$ cat config.mk
export PLATFORM = sky130hd
export DESIGN_NAME = dual_led_pulse_encoder_unit
export DESIGN_NICKNAME = d
export VERILOG_FILES = /design/src/rtl/dlpe_pkg.sv /design/src/rtl/dlpe_scale.sv /design/src/rtl/dlpe_serializer.sv /design/src/rtl/dual_led_pulse_encoder_unit.sv
export VERILOG_INCLUDE_DIRS = /design/src /design/src/rtl
export SDC_FILE = /design/constraint.sdc
export NUM_CORES = 1
export LEC_CHECK = 0
export ABC_AREA = 1
export BUFFER_PORTS_ARGS = -buffer_cell sky130_fd_sc_hd__buf_2
export CORE_MARGIN = 2
export CORE_UTILIZATION = 35
export DETAILED_ROUTE_END_ITERATION = 12
export PLACE_DENSITY = 0.56
export SYNTH_ARGS = -nofsm -noshare
export SYNTH_HDL_FRONTEND = slang
export SYNTH_SLANG_ARGS = --single-unit
$ cat constraint.sdc
create_clock -name clk -period 8.2 [get_ports clk]
set_clock_uncertainty 0.2 [all_clocks]
set_input_delay 0.41 -clock clk [delete_from_list [all_inputs] [get_ports clk]]
set_output_delay 0.41 -clock clk [all_outputs]
set_load 0.02 [all_outputs]
$ cat src/rtl/dual_led_pulse_encoder_unit_assert.svh
// ----------------------------------------------------------------------------
// dual_led_pulse_encoder_unit_assert.svh
// assertion macros used by the pulse encoder serializer
// ----------------------------------------------------------------------------
`ifndef DUAL_LED_PULSE_ENCODER_UNIT_ASSERT_SVH
`define DUAL_LED_PULSE_ENCODER_UNIT_ASSERT_SVH

// same-cycle implication, checked out of reset
`define DLPE_ASSERT_NOW(label, ante, cons) \
  label: assert property (@(posedge clk) disable iff (!rst_n) (ante) |-> (cons)) \
    else $error("dlpe check failed");

// next-cycle implication, checked out of reset
`define DLPE_ASSERT_NEXT(label, ante, cons) \
  label: assert property (@(posedge clk) disable iff (!rst_n) (ante) |=> (cons)) \
    else $error("dlpe check failed");

`endif

$ cat src/rtl/dlpe_pkg.sv
// ----------------------------------------------------------------------------
// dlpe_pkg
// shared constants and types of the dual led pulse encoder
// ----------------------------------------------------------------------------
package dlpe_pkg;

  localparam int unsigned BYTE_W     = 8;
  localparam int unsigned COLOUR_W   = 24;
  localparam int unsigned NUM_LANES  = 6;
  localparam int unsigned NUM_PULSES = NUM_LANES * BYTE_W;
  localparam int unsigned CNT_W      = $clog2(NUM_PULSES);
  localparam int unsigned CFG_IDX_W  = 2;

  localparam logic [CNT_W-1:0] LAST_PULSE = CNT_W'(NUM_PULSES - 1);

  localparam logic [BYTE_W-1:0] CEILING_RESET = 8'd40;
  localparam logic [BYTE_W-1:0] LONG_RESET    = 8'd8;
  localparam logic [BYTE_W-1:0] SHORT_RESET   = 8'd4;

  // byte position of g, r, b inside 0xrrggbb
  localparam int unsigned CH_SHIFT [3] = '{8, 16, 0};

  typedef enum logic [CFG_IDX_W-1:0] {
    CFG_CEILING = 2'd0,
    CFG_LONG    = 2'd1,
    CFG_SHORT   = 2'd2
  } cfg_idx_t;

  typedef struct packed {
    logic free;
  } ser_status_t;

endpackage

$ cat src/rtl/dlpe_scale.sv
// ----------------------------------------------------------------------------
// dlpe_scale
// six parallel lanes scaling each channel byte to byte*ceiling/255
// ----------------------------------------------------------------------------
module dlpe_scale (
  input  logic [dlpe_pkg::COLOUR_W-1:0]   colour_first,
  input  logic [dlpe_pkg::COLOUR_W-1:0]   colour_second,
  input  logic [dlpe_pkg::BYTE_W-1:0]     ceiling,
  output logic [dlpe_pkg::NUM_PULSES-1:0] frame
);

  // floor(p/255) as (p + p/256 + 1)/256, exact for p up to 255*255
  function automatic logic [dlpe_pkg::BYTE_W-1:0] scale_byte(
    input logic [dlpe_pkg::BYTE_W-1:0] value,
    input logic [dlpe_pkg::BYTE_W-1:0] ceil_v
  );
    logic [2*dlpe_pkg::BYTE_W-1:0] prod;
    logic [2*dlpe_pkg::BYTE_W:0]   sum;
    prod = value * ceil_v;
    sum  = {1'b0, prod} + {9'd0, prod[15:8]} + 17'd1;
    return sum[15:8];
  endfunction

  for (genvar i = 0; i < dlpe_pkg::NUM_LANES; i++) begin : g_lane
    localparam int unsigned SH = dlpe_pkg::CH_SHIFT[i % 3];
    logic [dlpe_pkg::COLOUR_W-1:0] colour;
    logic [dlpe_pkg::BYTE_W-1:0]   chan;
    assign colour = (i < 3) ? colour_first : colour_second;
    assign chan   = colour[SH +: dlpe_pkg::BYTE_W];
    assign frame[dlpe_pkg::NUM_PULSES-1-dlpe_pkg::BYTE_W*i -: dlpe_pkg::BYTE_W] =
      scale_byte(chan, ceiling);
  end

endmodule

$ cat src/rtl/dlpe_serializer.sv
// ----------------------------------------------------------------------------
// dlpe_serializer
// shifts a 48-bit frame out msb first, one pulse word per cycle on out_ready
// ----------------------------------------------------------------------------
`include "dual_led_pulse_encoder_unit_assert.svh"

module dlpe_serializer (
  input  logic                            clk,
  input  logic                            rst_n,
  input  logic                            load,
  input  logic [dlpe_pkg::NUM_PULSES-1:0] frame,
  input  logic [dlpe_pkg::BYTE_W-1:0]     long_ticks,
  input  logic [dlpe_pkg::BYTE_W-1:0]     short_ticks,
  output dlpe_pkg::ser_status_t           status,
  output logic                            out_valid,
  input  logic                            out_ready,
  output logic                            out_data_bit,
  output logic [dlpe_pkg::BYTE_W-1:0]     out_high_ticks,
  output logic [dlpe_pkg::BYTE_W-1:0]     out_low_ticks,
  output logic                            out_frame_end
);

  logic [dlpe_pkg::NUM_PULSES-1:0] shift_r, shift_nxt;
  logic [dlpe_pkg::CNT_W-1:0]      cnt_r, cnt_nxt;
  logic                            active_r, active_nxt;
  logic                            last;

  assign last        = (cnt_r == dlpe_pkg::LAST_PULSE);
  assign status.free = !active_r || (out_ready && last);

  always_comb begin
    shift_nxt  = shift_r;
    cnt_nxt    = cnt_r;
    active_nxt = active_r;
    if (load) begin
      shift_nxt  = frame;
      cnt_nxt    = '0;
      active_nxt = 1'b1;
    end else if (active_r && out_ready) begin
      shift_nxt  = shift_r << 1;
      cnt_nxt    = cnt_r + 1'b1;
      active_nxt = !last;
    end
  end

  always_ff @(posedge clk) begin
    if (!rst_n) begin
      active_r <= 1'b0;
      cnt_r    <= '0;
    end else begin
      active_r <= active_nxt;
      cnt_r    <= cnt_nxt;
    end
    shift_r <= shift_nxt;
  end

  assign out_valid      = active_r;
  assign out_data_bit   = shift_r[dlpe_pkg::NUM_PULSES-1];
  assign out_high_ticks = out_data_bit ? long_ticks : short_ticks;
  assign out_low_ticks  = out_data_bit ? short_ticks : long_ticks;
  assign out_frame_end  = last;

  `DLPE_ASSERT_NOW(a_load_when_free, load, status.free)
  `DLPE_ASSERT_NOW(a_cnt_in_range, active_r, cnt_r <= dlpe_pkg::LAST_PULSE)
  `DLPE_ASSERT_NEXT(a_frame_done, active_r && out_ready && last && !load, !active_r)

endmodule

$ cat src/rtl/dual_led_pulse_encoder_unit.sv
// ----------------------------------------------------------------------------
// dual_led_pulse_encoder_unit
// turns a pair of led colours into 48 scaled grb bit pulses
//
//   channel | ports                         | word
//   --------+-------------------------------+-----------------------------
//   in      | in_valid / in_ready           | colour_first, colour_second
//   out     | out_valid / out_ready         | data_bit, ticks, frame_end
//   cfg     | cfg_valid / cfg_ready         | cfg_index, cfg_data
//
// a pair waits in the input register until the serializer is free, then
// scales in one pass into the 48-bit serializer, which gives one pulse per
// cycle while out_ready is high and so sets the pace of new pairs. a
// repeated pair is dropped. the next pair is taken while a frame shifts out;
// out_ready low holds the current pulse. synchronous reset, no clearing pass.
// ----------------------------------------------------------------------------
module dual_led_pulse_encoder_unit (
  input  logic                           clk,
  input  logic                           rst_n,
  input  logic                           in_valid,
  output logic                           in_ready,
  input  logic [dlpe_pkg::COLOUR_W-1:0]  in_colour_first,
  input  logic [dlpe_pkg::COLOUR_W-1:0]  in_colour_second,
  output logic                           out_valid,
  input  logic                           out_ready,
  output logic                           out_data_bit,
  output logic [dlpe_pkg::BYTE_W-1:0]    out_high_ticks,
  output logic [dlpe_pkg::BYTE_W-1:0]    out_low_ticks,
  output logic                           out_frame_end,
  input  logic                           cfg_valid,
  output logic                           cfg_ready,
  input  logic [dlpe_pkg::CFG_IDX_W-1:0] cfg_index,
  input  logic [dlpe_pkg::BYTE_W-1:0]    cfg_data
);

  logic [dlpe_pkg::COLOUR_W-1:0]   hold_first_r, hold_second_r;
  logic                            hold_valid_r, hold_valid_nxt;
  logic [dlpe_pkg::COLOUR_W-1:0]   prev_first_r, prev_second_r;
  logic                            prev_valid_r;
  logic [dlpe_pkg::BYTE_W-1:0]     ceiling_r, long_r, short_r;
  logic [dlpe_pkg::NUM_PULSES-1:0] frame;
  dlpe_pkg::ser_status_t           ser_status;
  logic                            repeat_pair, take, load, in_fire;

  assign cfg_ready = 1'b1;

  always_ff @(posedge clk) begin
    if (!rst_n) begin
      ceiling_r <= dlpe_pkg::CEILING_RESET;
      long_r    <= dlpe_pkg::LONG_RESET;
      short_r   <= dlpe_pkg::SHORT_RESET;
    end else if (cfg_valid) begin
      case (dlpe_pkg::cfg_idx_t'(cfg_index))
        dlpe_pkg::CFG_CEILING: ceiling_r <= cfg_data;
        dlpe_pkg::CFG_LONG:    long_r    <= cfg_data;
        dlpe_pkg::CFG_SHORT:   short_r   <= cfg_data;
        default: ;
      endcase
    end
  end

  assign repeat_pair = prev_valid_r && (prev_first_r == hold_first_r)
                       && (prev_second_r == hold_second_r);
  assign take        = hold_valid_r && (repeat_pair || ser_status.free);
  assign load        = hold_valid_r && !repeat_pair && ser_status.free;
  assign in_ready    = !hold_valid_r || take;
  assign in_fire     = in_valid && in_ready;

  always_comb begin
    hold_valid_nxt = hold_valid_r;
    if (in_fire) begin
      hold_valid_nxt = 1'b1;
    end else if (take) begin
      hold_valid_nxt = 1'b0;
    end
  end

  always_ff @(posedge clk) begin
    if (!rst_n) begin
      hold_valid_r <= 1'b0;
      prev_valid_r <= 1'b0;
      prev_first_r <= '0;
      prev_second_r <= '0;
    end else begin
      hold_valid_r <= hold_valid_nxt;
      if (load) begin
        prev_valid_r  <= 1'b1;
        prev_first_r  <= hold_first_r;
        prev_second_r <= hold_second_r;
      end
    end
    if (in_fire) begin
      hold_first_r  <= in_colour_first;
      hold_second_r <= in_colour_second;
    end
  end

  dlpe_scale u_scale (
    .colour_first  (hold_first_r),
    .colour_second (hold_second_r),
    .ceiling       (ceiling_r),
    .frame         (frame)
  );

  dlpe_serializer u_ser (
    .clk            (clk),
    .rst_n          (rst_n),
    .load           (load),
    .frame          (frame),
    .long_ticks     (long_r),
    .short_ticks    (short_r),
    .status         (ser_status),
    .out_valid      (out_valid),
    .out_ready      (out_ready),
    .out_data_bit   (out_data_bit),
    .out_high_ticks (out_high_ticks),
    .out_low_ticks  (out_low_ticks),
    .out_frame_end  (out_frame_end)
  );

endmodule

==> impl_metrics.env, run 1 <==
export IMPL_average_footprint_of_a_synthesized_cell_um2=6.830
export IMPL_worst_setup_path_end_kind="register"
export IMPL_floorplan_initialDensity_pct=35.34
export IMPL_whs_path_depth=4
export IMPL_nets=4275
export IMPL_worst_r2r_endpoint="u_ser.shift_r[23]$_DFFE_PP_"
export IMPL_fmaxAchievable_mhz=151.5
export IMPL_route_vias_total=21520
export IMPL_routed_wire_length_um=63550
export IMPL_grt_pass1_vias=21440
export IMPL_post_route_period_util_pct=80.51
export IMPL_grt_max_degree=74
export IMPL_setup_worst_path_start="ceiling_r[3]$_SDFFE_PN1P_"
export IMPL_worst_setup_path_start_kind="register"
export IMPL_synthesis_yosys_warnings=0
export IMPL_number_of_antenna_violations_at_the_first_check_in_global_routing=1
export IMPL_syn_area_mm2=0.02522
export IMPL_fillerInstances=7606
export IMPL_power_leakage_nw=16.75
export IMPL_cts_made_buffers=17
export IMPL_max_cap_violations=0
export IMPL_r2r_cells=30
export IMPL_placement_setup_worst_slack_ns=1.620
export IMPL_synth_sequential_area_ratio_pct=17.86
export IMPL_clk_insertion_delay_late_ns=0.50
export IMPL_grt_pass1_wl_um=106900
export IMPL_rsz0062_at_grt="no"
export IMPL_pwr_density_cell_mw_per_mm2=196.2
export IMPL_synth_top_area_cell="nand2_1"
export IMPL_final_hold_violation_count=0
export IMPL_crit_path_max_fanout=49
export IMPL_total_power_mw=5.398
export IMPL_crit_slowest_cell="dfxtp_2"
export IMPL_hold_class="input port to register"
export IMPL_routed_wire_length_per_instance_um=13.50
export IMPL_max_slew_margin_pct=23.02
export IMPL_ys_ff_latch=177
export IMPL_insertedDiodeCount=0
export IMPL_chipWidth_um=272.4
export IMPL_arrival_time_reported_for_the_critical_path_endpoint_ns=6.66
export IMPL_dr_first_iter_drc_count=1213
export IMPL_yosys_area_top_type_share_pct=17.55
export IMPL_cts_clk_slew_worst_paths_ns=0.09
export IMPL_viasPerCell=4.573
export IMPL_route_detailed_drc=0
export IMPL_cts_root_buf="clkbuf_16"
export IMPL_htree_num_levels=4
export IMPL_die_height_um=272.4
export IMPL_synth_nets=4225
export IMPL_floorplan_die_area_mm2=0.07423
export IMPL_yosys_top_cells_area="nand2_1, fa_1, inv_1"
export IMPL_setup_reg_to_reg_worst_slack_ns=1.60
export IMPL_route_antenna_remaining_nets=0
export IMPL_synth_common_cells="nand2_1, inv_1, ha_1"
export IMPL_cell_with_the_most_instances_after_synthesis="nand2_1"
export IMPL_timing_hold_ws_ns=0.1329
export IMPL_critPathMaxStageDelay_ns=1.10
export IMPL_holdPathEnd="ceiling_r[3]$_SDFFE_PN1P_"
export IMPL_dpl_hpwl_um=48610
export IMPL_grt_util_all_layers_pct=17.80
export IMPL_cts_sinks=177
export IMPL_crit_path_frequent_cell="nand2_1"
export IMPL_clock_tree_buffer_depth=2
export IMPL_postCtsSetupRepairBufs=0
export IMPL_worst_endpoint_required_ns=8.26
export IMPL_yosysUniqueCellTypes=51
export IMPL_post_synth_inst_count=3693
export IMPL_async_reset_ff_share_pct=0
export IMPL_timing_max_transition_violations_final=0
export IMPL_globalRouteOverflowTotal=0
export IMPL_outcome="complete, no violations"
export IMPL_worstMarginPinSlew_ns=1.155
export IMPL_port_buffers=82
export IMPL_synth_main_ff_cell="edfxtp_1"
export IMPL_drt_pass1_iterations=5
export IMPL_layout_cell_share_with_drive_strength_beyond_1_pct=7.162
export IMPL_tns_ns=0
export IMPL_final_setup_worst_slack_ns=1.598
export IMPL_ir_worst_vdd_uv=135.8
export IMPL_layout_min_cycle_time_ns=6.602
export IMPL_floorplan_core_area_mm2=0.07136
export IMPL_gp_congestion=0.8974
export IMPL_source_of_the_worst_hold_timing_path="cfg_index[0]"
export IMPL_r2r_start="ceiling_r[3]$_SDFFE_PN1P_"
export IMPL_final_setup_viol_count=0
export IMPL_cts_tree="yes"
export IMPL_crit_type="register to register"
export IMPL_design_portCount=84
export IMPL_row_count=98
export IMPL_count_of_flip_flops_with_a_built_in_enable_after_synthesis=96
export IMPL_syn_to_final_growth_pct=9.093
state kept, by name, summed over array words and instances (netlist names):
name	count
prev_valid_r	1
u_ser.shift_r	48
prev_first_r	24
u_ser.out_valid	1
prev_second_r	24
hold_second_r	24
long_r	8
short_r	8
hold_valid_r	1
u_ser.cnt_r	6
hold_first_r	24
ceiling_r	8
cell usage in the layout, fill, tap and decap left out, types with 5 or more instances in the layout:
cell type,Yosys,routed
a211oi_1,12,12
a21oi_1,119,119
buf_2,34,82
buf_4,19,12
clkbuf_16,0,17
dfxtp_1,81,73
dfxtp_2,0,8
dlygate4sd3_1,0,59
edfxtp_1,96,96
fa_1,216,216
ha_1,253,253
inv_1,907,905
inv_2,15,17
nand2_1,1179,1179
nand2_2,32,32
nand3_1,207,207
nand3_2,41,41
nand3b_1,15,15
nand4_1,50,50
nor2_1,180,180
nor2_2,16,16
nor3_1,6,6
o21ai_0,39,38
o21ai_1,5,5
o22ai_1,7,7
xnor2_1,8,8
xor2_1,37,37
routing by layer:
layer,global-route usage (%),vias up,routed length [µm]
li1,-,11160,-
met1,23.40,9981,30540
met5,0,-,13
met3,2.795,58,2289
met4,4.280,2,1045
met2,30.51,319,29660
final cells by class:
cell class / instances / area (µm²) / share of cell area, %
clock inverters: 15 / 183.9 / 0.6685
inverters: 924 / 3471 / 12.61
multi-input cells: 2470 / 16640 / 60.48
clock buffers: 17 / 425.4 / 1.546
well taps: 950 / 1189 / 4.320
flip-flops and latches: 177 / 4514 / 16.41
repair buffers: 153 / 1091 / 3.965
worst max-delay path, delay by kind of cell (launching register included):
family | cells | cell delay [ns]
adders and majority gates | 6 | 2.72
AOI/OAI and AO/OA | 1 | 0.14
and+or+nand+nor | 16 | 1.49
xor gates and xnor gates | 1 | 0.34
DFF | 1 | 1.10
buffers and inverters | 6 | 0.38
cell families (layout without fill, tap and decap cells):
family / count (synthesis) / in the layout / synth area share (%)
simple gates: 1752 / 1752 / 29.91
buf+inv: 1046 / 1109 / 16.21
fa+ha+maj: 469 / 469 / 29.70
compound gates: 197 / 197 / 4.276
flops: 177 / 177 / 17.86
xor+xnor: 51 / 51 / 2.039
other cells: 1 / 1 / 0.01487
per-stage QoR:
step	util, %	std cells	cell area [µm²]
6_report	38.56	4706	27520
5_1_grt	38.56	4706	27520
4_1_cts	38.56	4706	27520
3_5_place_dp	36.88	4615	26320
3_3_place_gp	36.88	4615	26320
2_1_floorplan	-	3693	25220
worst max-delay path by stage:
stage | slack (ns) | to
floorplan | 2.39 | u_ser.shift_r[23]$_DFFE_PP_
finish | 1.60 | u_ser.shift_r[23]$_DFFE_PP_
global placement | 1.72 | u_ser.shift_r[23]$_DFFE_PP_
global route | 0.89 | u_ser.shift_r[23]$_DFFE_PP_
CTS | 1.58 | u_ser.shift_r[23]$_DFFE_PP_
detailed placement | 1.62 | u_ser.shift_r[23]$_DFFE_PP_
where the power goes:
| part | internal, mW | switching (mW) |
|---|---|---|
| Combinational | 1.17 | 2.22 |
| Clock | 0.417 | 0.464 |
| Sequential | 1.02 | 0.108 |
what timing repair did:
action,CTS,global route
gates resized for setup,0,0
endpoints found under the hold margin,65,0
hold buffers,59,0
No activity file was read; power rests on OpenSTA's default activity.
==> run 2: changes to the inputs <==
==> constraint.sdc (replaced) <==
create_clock -name clk -period 6.5 [get_ports clk]
set_clock_uncertainty 0.2 [all_clocks]
set_input_delay 0.325 -clock clk [delete_from_list [all_inputs] [get_ports clk]]
set_output_delay 0.325 -clock clk [all_outputs]
set_load 0.02 [all_outputs]
==> run 2 against run 1 <==
Net effect:
- combinational power is 28% higher
- worst setup slack got worse by 1.2 ns
- utilization increased by 0.59 points
- worst hold slack lost 0.060 ns
- power up 28%
- cell count grew 0.91%
- highest routed layer is now met4
==> impl_metrics.env, run 2 (synthesis results as in run 1) <==
export IMPL_outcome="complete, no violations"
export IMPL_worst_endpoint_required_ns=6.56
export IMPL_cts_clk_slew_worst_paths_ns=0.08
export IMPL_globalRouteOverflowTotal=0
export IMPL_grt_util_all_layers_pct=17.80
export IMPL_ir_worst_vdd_uv=180.5
export IMPL_cp_depth=29
export IMPL_cts_made_buffers=17
export IMPL_route_detailed_drc=0
export IMPL_route_vias_total=21680
export IMPL_final_hold_violation_count=0
export IMPL_top_reg_by_flops="u_ser.shift_r"
export IMPL_critical_path_n_buffers_inverters=6
export IMPL_max_slew_margin_pct=26.74
export IMPL_fillerInstances=7619
export IMPL_dpl_hpwl_um=49690
export IMPL_floorplan_die_area_mm2=0.07423
export IMPL_p_switching_mw=3.559
export IMPL_cts_root_buf="clkbuf_16"
export IMPL_drt_pass1_iterations=5
export IMPL_layout_min_cycle_time_ns=6.067
export IMPL_htree_num_levels=4
export IMPL_setup_worst_path_start="hold_first_r[13]$_DFFE_PP_"
export IMPL_routed_wire_length_um=64230
export IMPL_setup_reg_to_reg_worst_slack_ns=0.43
export IMPL_stdcell_count=4749
export IMPL_layout_cells_most_common="nand2_1"
export IMPL_post_layout_instance_area_mm2=0.02793
export IMPL_critPathMaxStageDelay_ns=0.72
export IMPL_syn_to_final_growth_pct=10.75
export IMPL_cts_sinks=177
export IMPL_cp_delay_by_family_top="adder cells"
export IMPL_clock_tree_buffer_depth=2
export IMPL_routed_wire_length_per_instance_um=13.52
export IMPL_intPower_mw=3.358
export IMPL_route_antenna_remaining_nets=0
export IMPL_clk_insertion_delay_late_ns=0.50
export IMPL_dr_first_iter_drc_count=1275
export IMPL_worst_setup_path_start_kind="register"
export IMPL_chipWidth_um=272.4
export IMPL_arrival_time_reported_for_the_critical_path_endpoint_ns=6.13
export IMPL_crit_type="register to register"
export IMPL_fmaxAchievable_mhz=164.8
export IMPL_placement_cell_area_mm2=0.02658
export IMPL_most_frequent_cells_in_the_layout="nand2_1, inv_1, ha_1, fa_1, nand3_1"
export IMPL_post_route_period_util_pct=93.34
export IMPL_port_buffers=82
export IMPL_max_cap_violations=0
export IMPL_power_sequential_fraction_pct=20.1
export IMPL_cts_tree="yes"
export IMPL_crit_slowest_cell="edfxtp_1"
export IMPL_power_leakage_nw=16.98
export IMPL_nets=4318
export IMPL_numPlacedInstances=4647
export IMPL_power_combinational_fraction_pct=62.9
export IMPL_floorplan_initialDensity_pct=35.34
export IMPL_grt_pass1_wl_um=107000
export IMPL_row_count=98
export IMPL_grt_pass1_vias=21280
export IMPL_hold_class="input port to register"
export IMPL_final_setup_viol_count=0
export IMPL_worst_r2r_endpoint="u_ser.shift_r[44]$_DFFE_PP_"
export IMPL_timing_critical_path_to="u_ser.shift_r[44]$_DFFE_PP_"
export IMPL_grt_max_degree=72
export IMPL_floorplan_core_area_mm2=0.07136
export IMPL_crit_path_frequent_cell="nand2_1"
export IMPL_worstMarginPinSlew_ns=1.099
export IMPL_r2r_start="hold_first_r[13]$_DFFE_PP_"
export IMPL_layout_cell_share_with_drive_strength_beyond_1_pct=8.239
export IMPL_share_clk_of_total_power_pct=16.9
export IMPL_power_switching_share_pct=51.45
export IMPL_pwr_density_cell_mw_per_mm2=247.6
export IMPL_largest_register_ffs=48
export IMPL_viasPerCell=4.566
export IMPL_worst_setup_path_end_kind="register"
export IMPL_timing_max_transition_violations_final=0
export IMPL_insertedDiodeCount=0
export IMPL_number_of_antenna_violations_at_the_first_check_in_global_routing=1
export IMPL_die_height_um=272.4
export IMPL_r2r_cells=29
export IMPL_crit_path_max_fanout=11
export IMPL_gp_congestion=0.8673
export IMPL_design_portCount=84
-- run 2: changes by cell type in the layout (fill, tap and decap cells not counted), sizes merged --
cell,before,now
buf,94,135
bufinv,0,1
clkbuf,17,18
dlygate4sd3,59,60
inv,932,931
-- run 2: per-stage QoR --
step	TNS, ns	total power, mW	hold slack (ns)	worst slack (ns)	util (%)
2_1_floorplan	0	4.738	0.2239	0.6877	-
3_3_place_gp	0	5.723	0.2513	0.3117	37.25
3_5_place_dp	0	5.716	0.2563	0.2840	37.25
4_1_cts	0	6.969	0.03767	0.2359	38.98
5_1_grt	-0.001101	7.680	0.08433	-0.001101	39.14
6_report	0	6.917	0.07243	0.4332	39.14
-- run 2: power by group through the flow --
stage               combinational (mW)  sequential [mW]  clock [mW]
floorplan                         3.40             1.34           0
global placement                  4.30             1.42           0
detailed placement                4.29             1.42           0
CTS                               4.36             1.40        1.21
global route                      5.03             1.40        1.25
finish                            4.35             1.39        1.17
-- run 2: area by class of cell --
| class | count | area, µm² | area share, % |
|---|---|---|---|
| well taps | 950 | 1189 | 4.255 |
| flip-flops and latches | 177 | 4522 | 16.19 |
| clock inverters | 15 | 207.7 | 0.7436 |
| multi-input cells | 2470 | 16650 | 59.60 |
| repair buffers | 196 | 1471 | 5.268 |
| inverters | 924 | 3471 | 12.43 |
| clock buffers | 17 | 425.4 | 1.523 |
-- run 2: how the worst min path moves through the flow --
stage	start	endpoint	slack [ns]	cells past startpoint
4_1_cts	cfg_index[1]	long_r[3]$_SDFFE_PN1P_	0.04	4
2_1_floorplan	in_colour_first[0]	hold_first_r[0]$_DFFE_PP_	0.22	0
5_1_grt	rst_n	long_r[3]$_SDFFE_PN1P_	0.08	2
6_report	rst_n	long_r[3]$_SDFFE_PN1P_	0.07	2
3_3_place_gp	prev_valid_r$_SDFFE_PN0P_	prev_valid_r$_SDFFE_PN0P_	0.25	1
3_5_place_dp	prev_first_r[10]$_SDFFE_PN0P_	prev_first_r[10]$_SDFFE_PN0P_	0.26	2
-- run 2: repair_timing --
action                                  CTS  global route
setup buffers                             0            10
hold buffers                             60             0
hold endpoints to repair                 73             0
resized for setup                         0             5
endpoints found under the setup margin    0            43
-- run 2: layer usage --
metal / routed length (µm) / track usage, % / share of wire [%] / up-vias
met2: 29860 / 30.33 / 46 / 326
met3: 2078 / 2.063 / 3.2 / 60
li1: - / - / - / 11240
met5: 0 / 0 / 0 / -
met4: 1190 / 4.526 / 1.9 / 0
met1: 31100 / 23.90 / 48 / 10060
-- run 2: worst reg2reg max path, delay by kind of cell (launching register included) --
family,cells,cell delay (ns)
buf+inv,6,0.38
fa+ha+maj,6,2.67
compound gates,2,0.39
simple gates,14,1.24
flops,1,0.72
xor+xnor,1,0.20
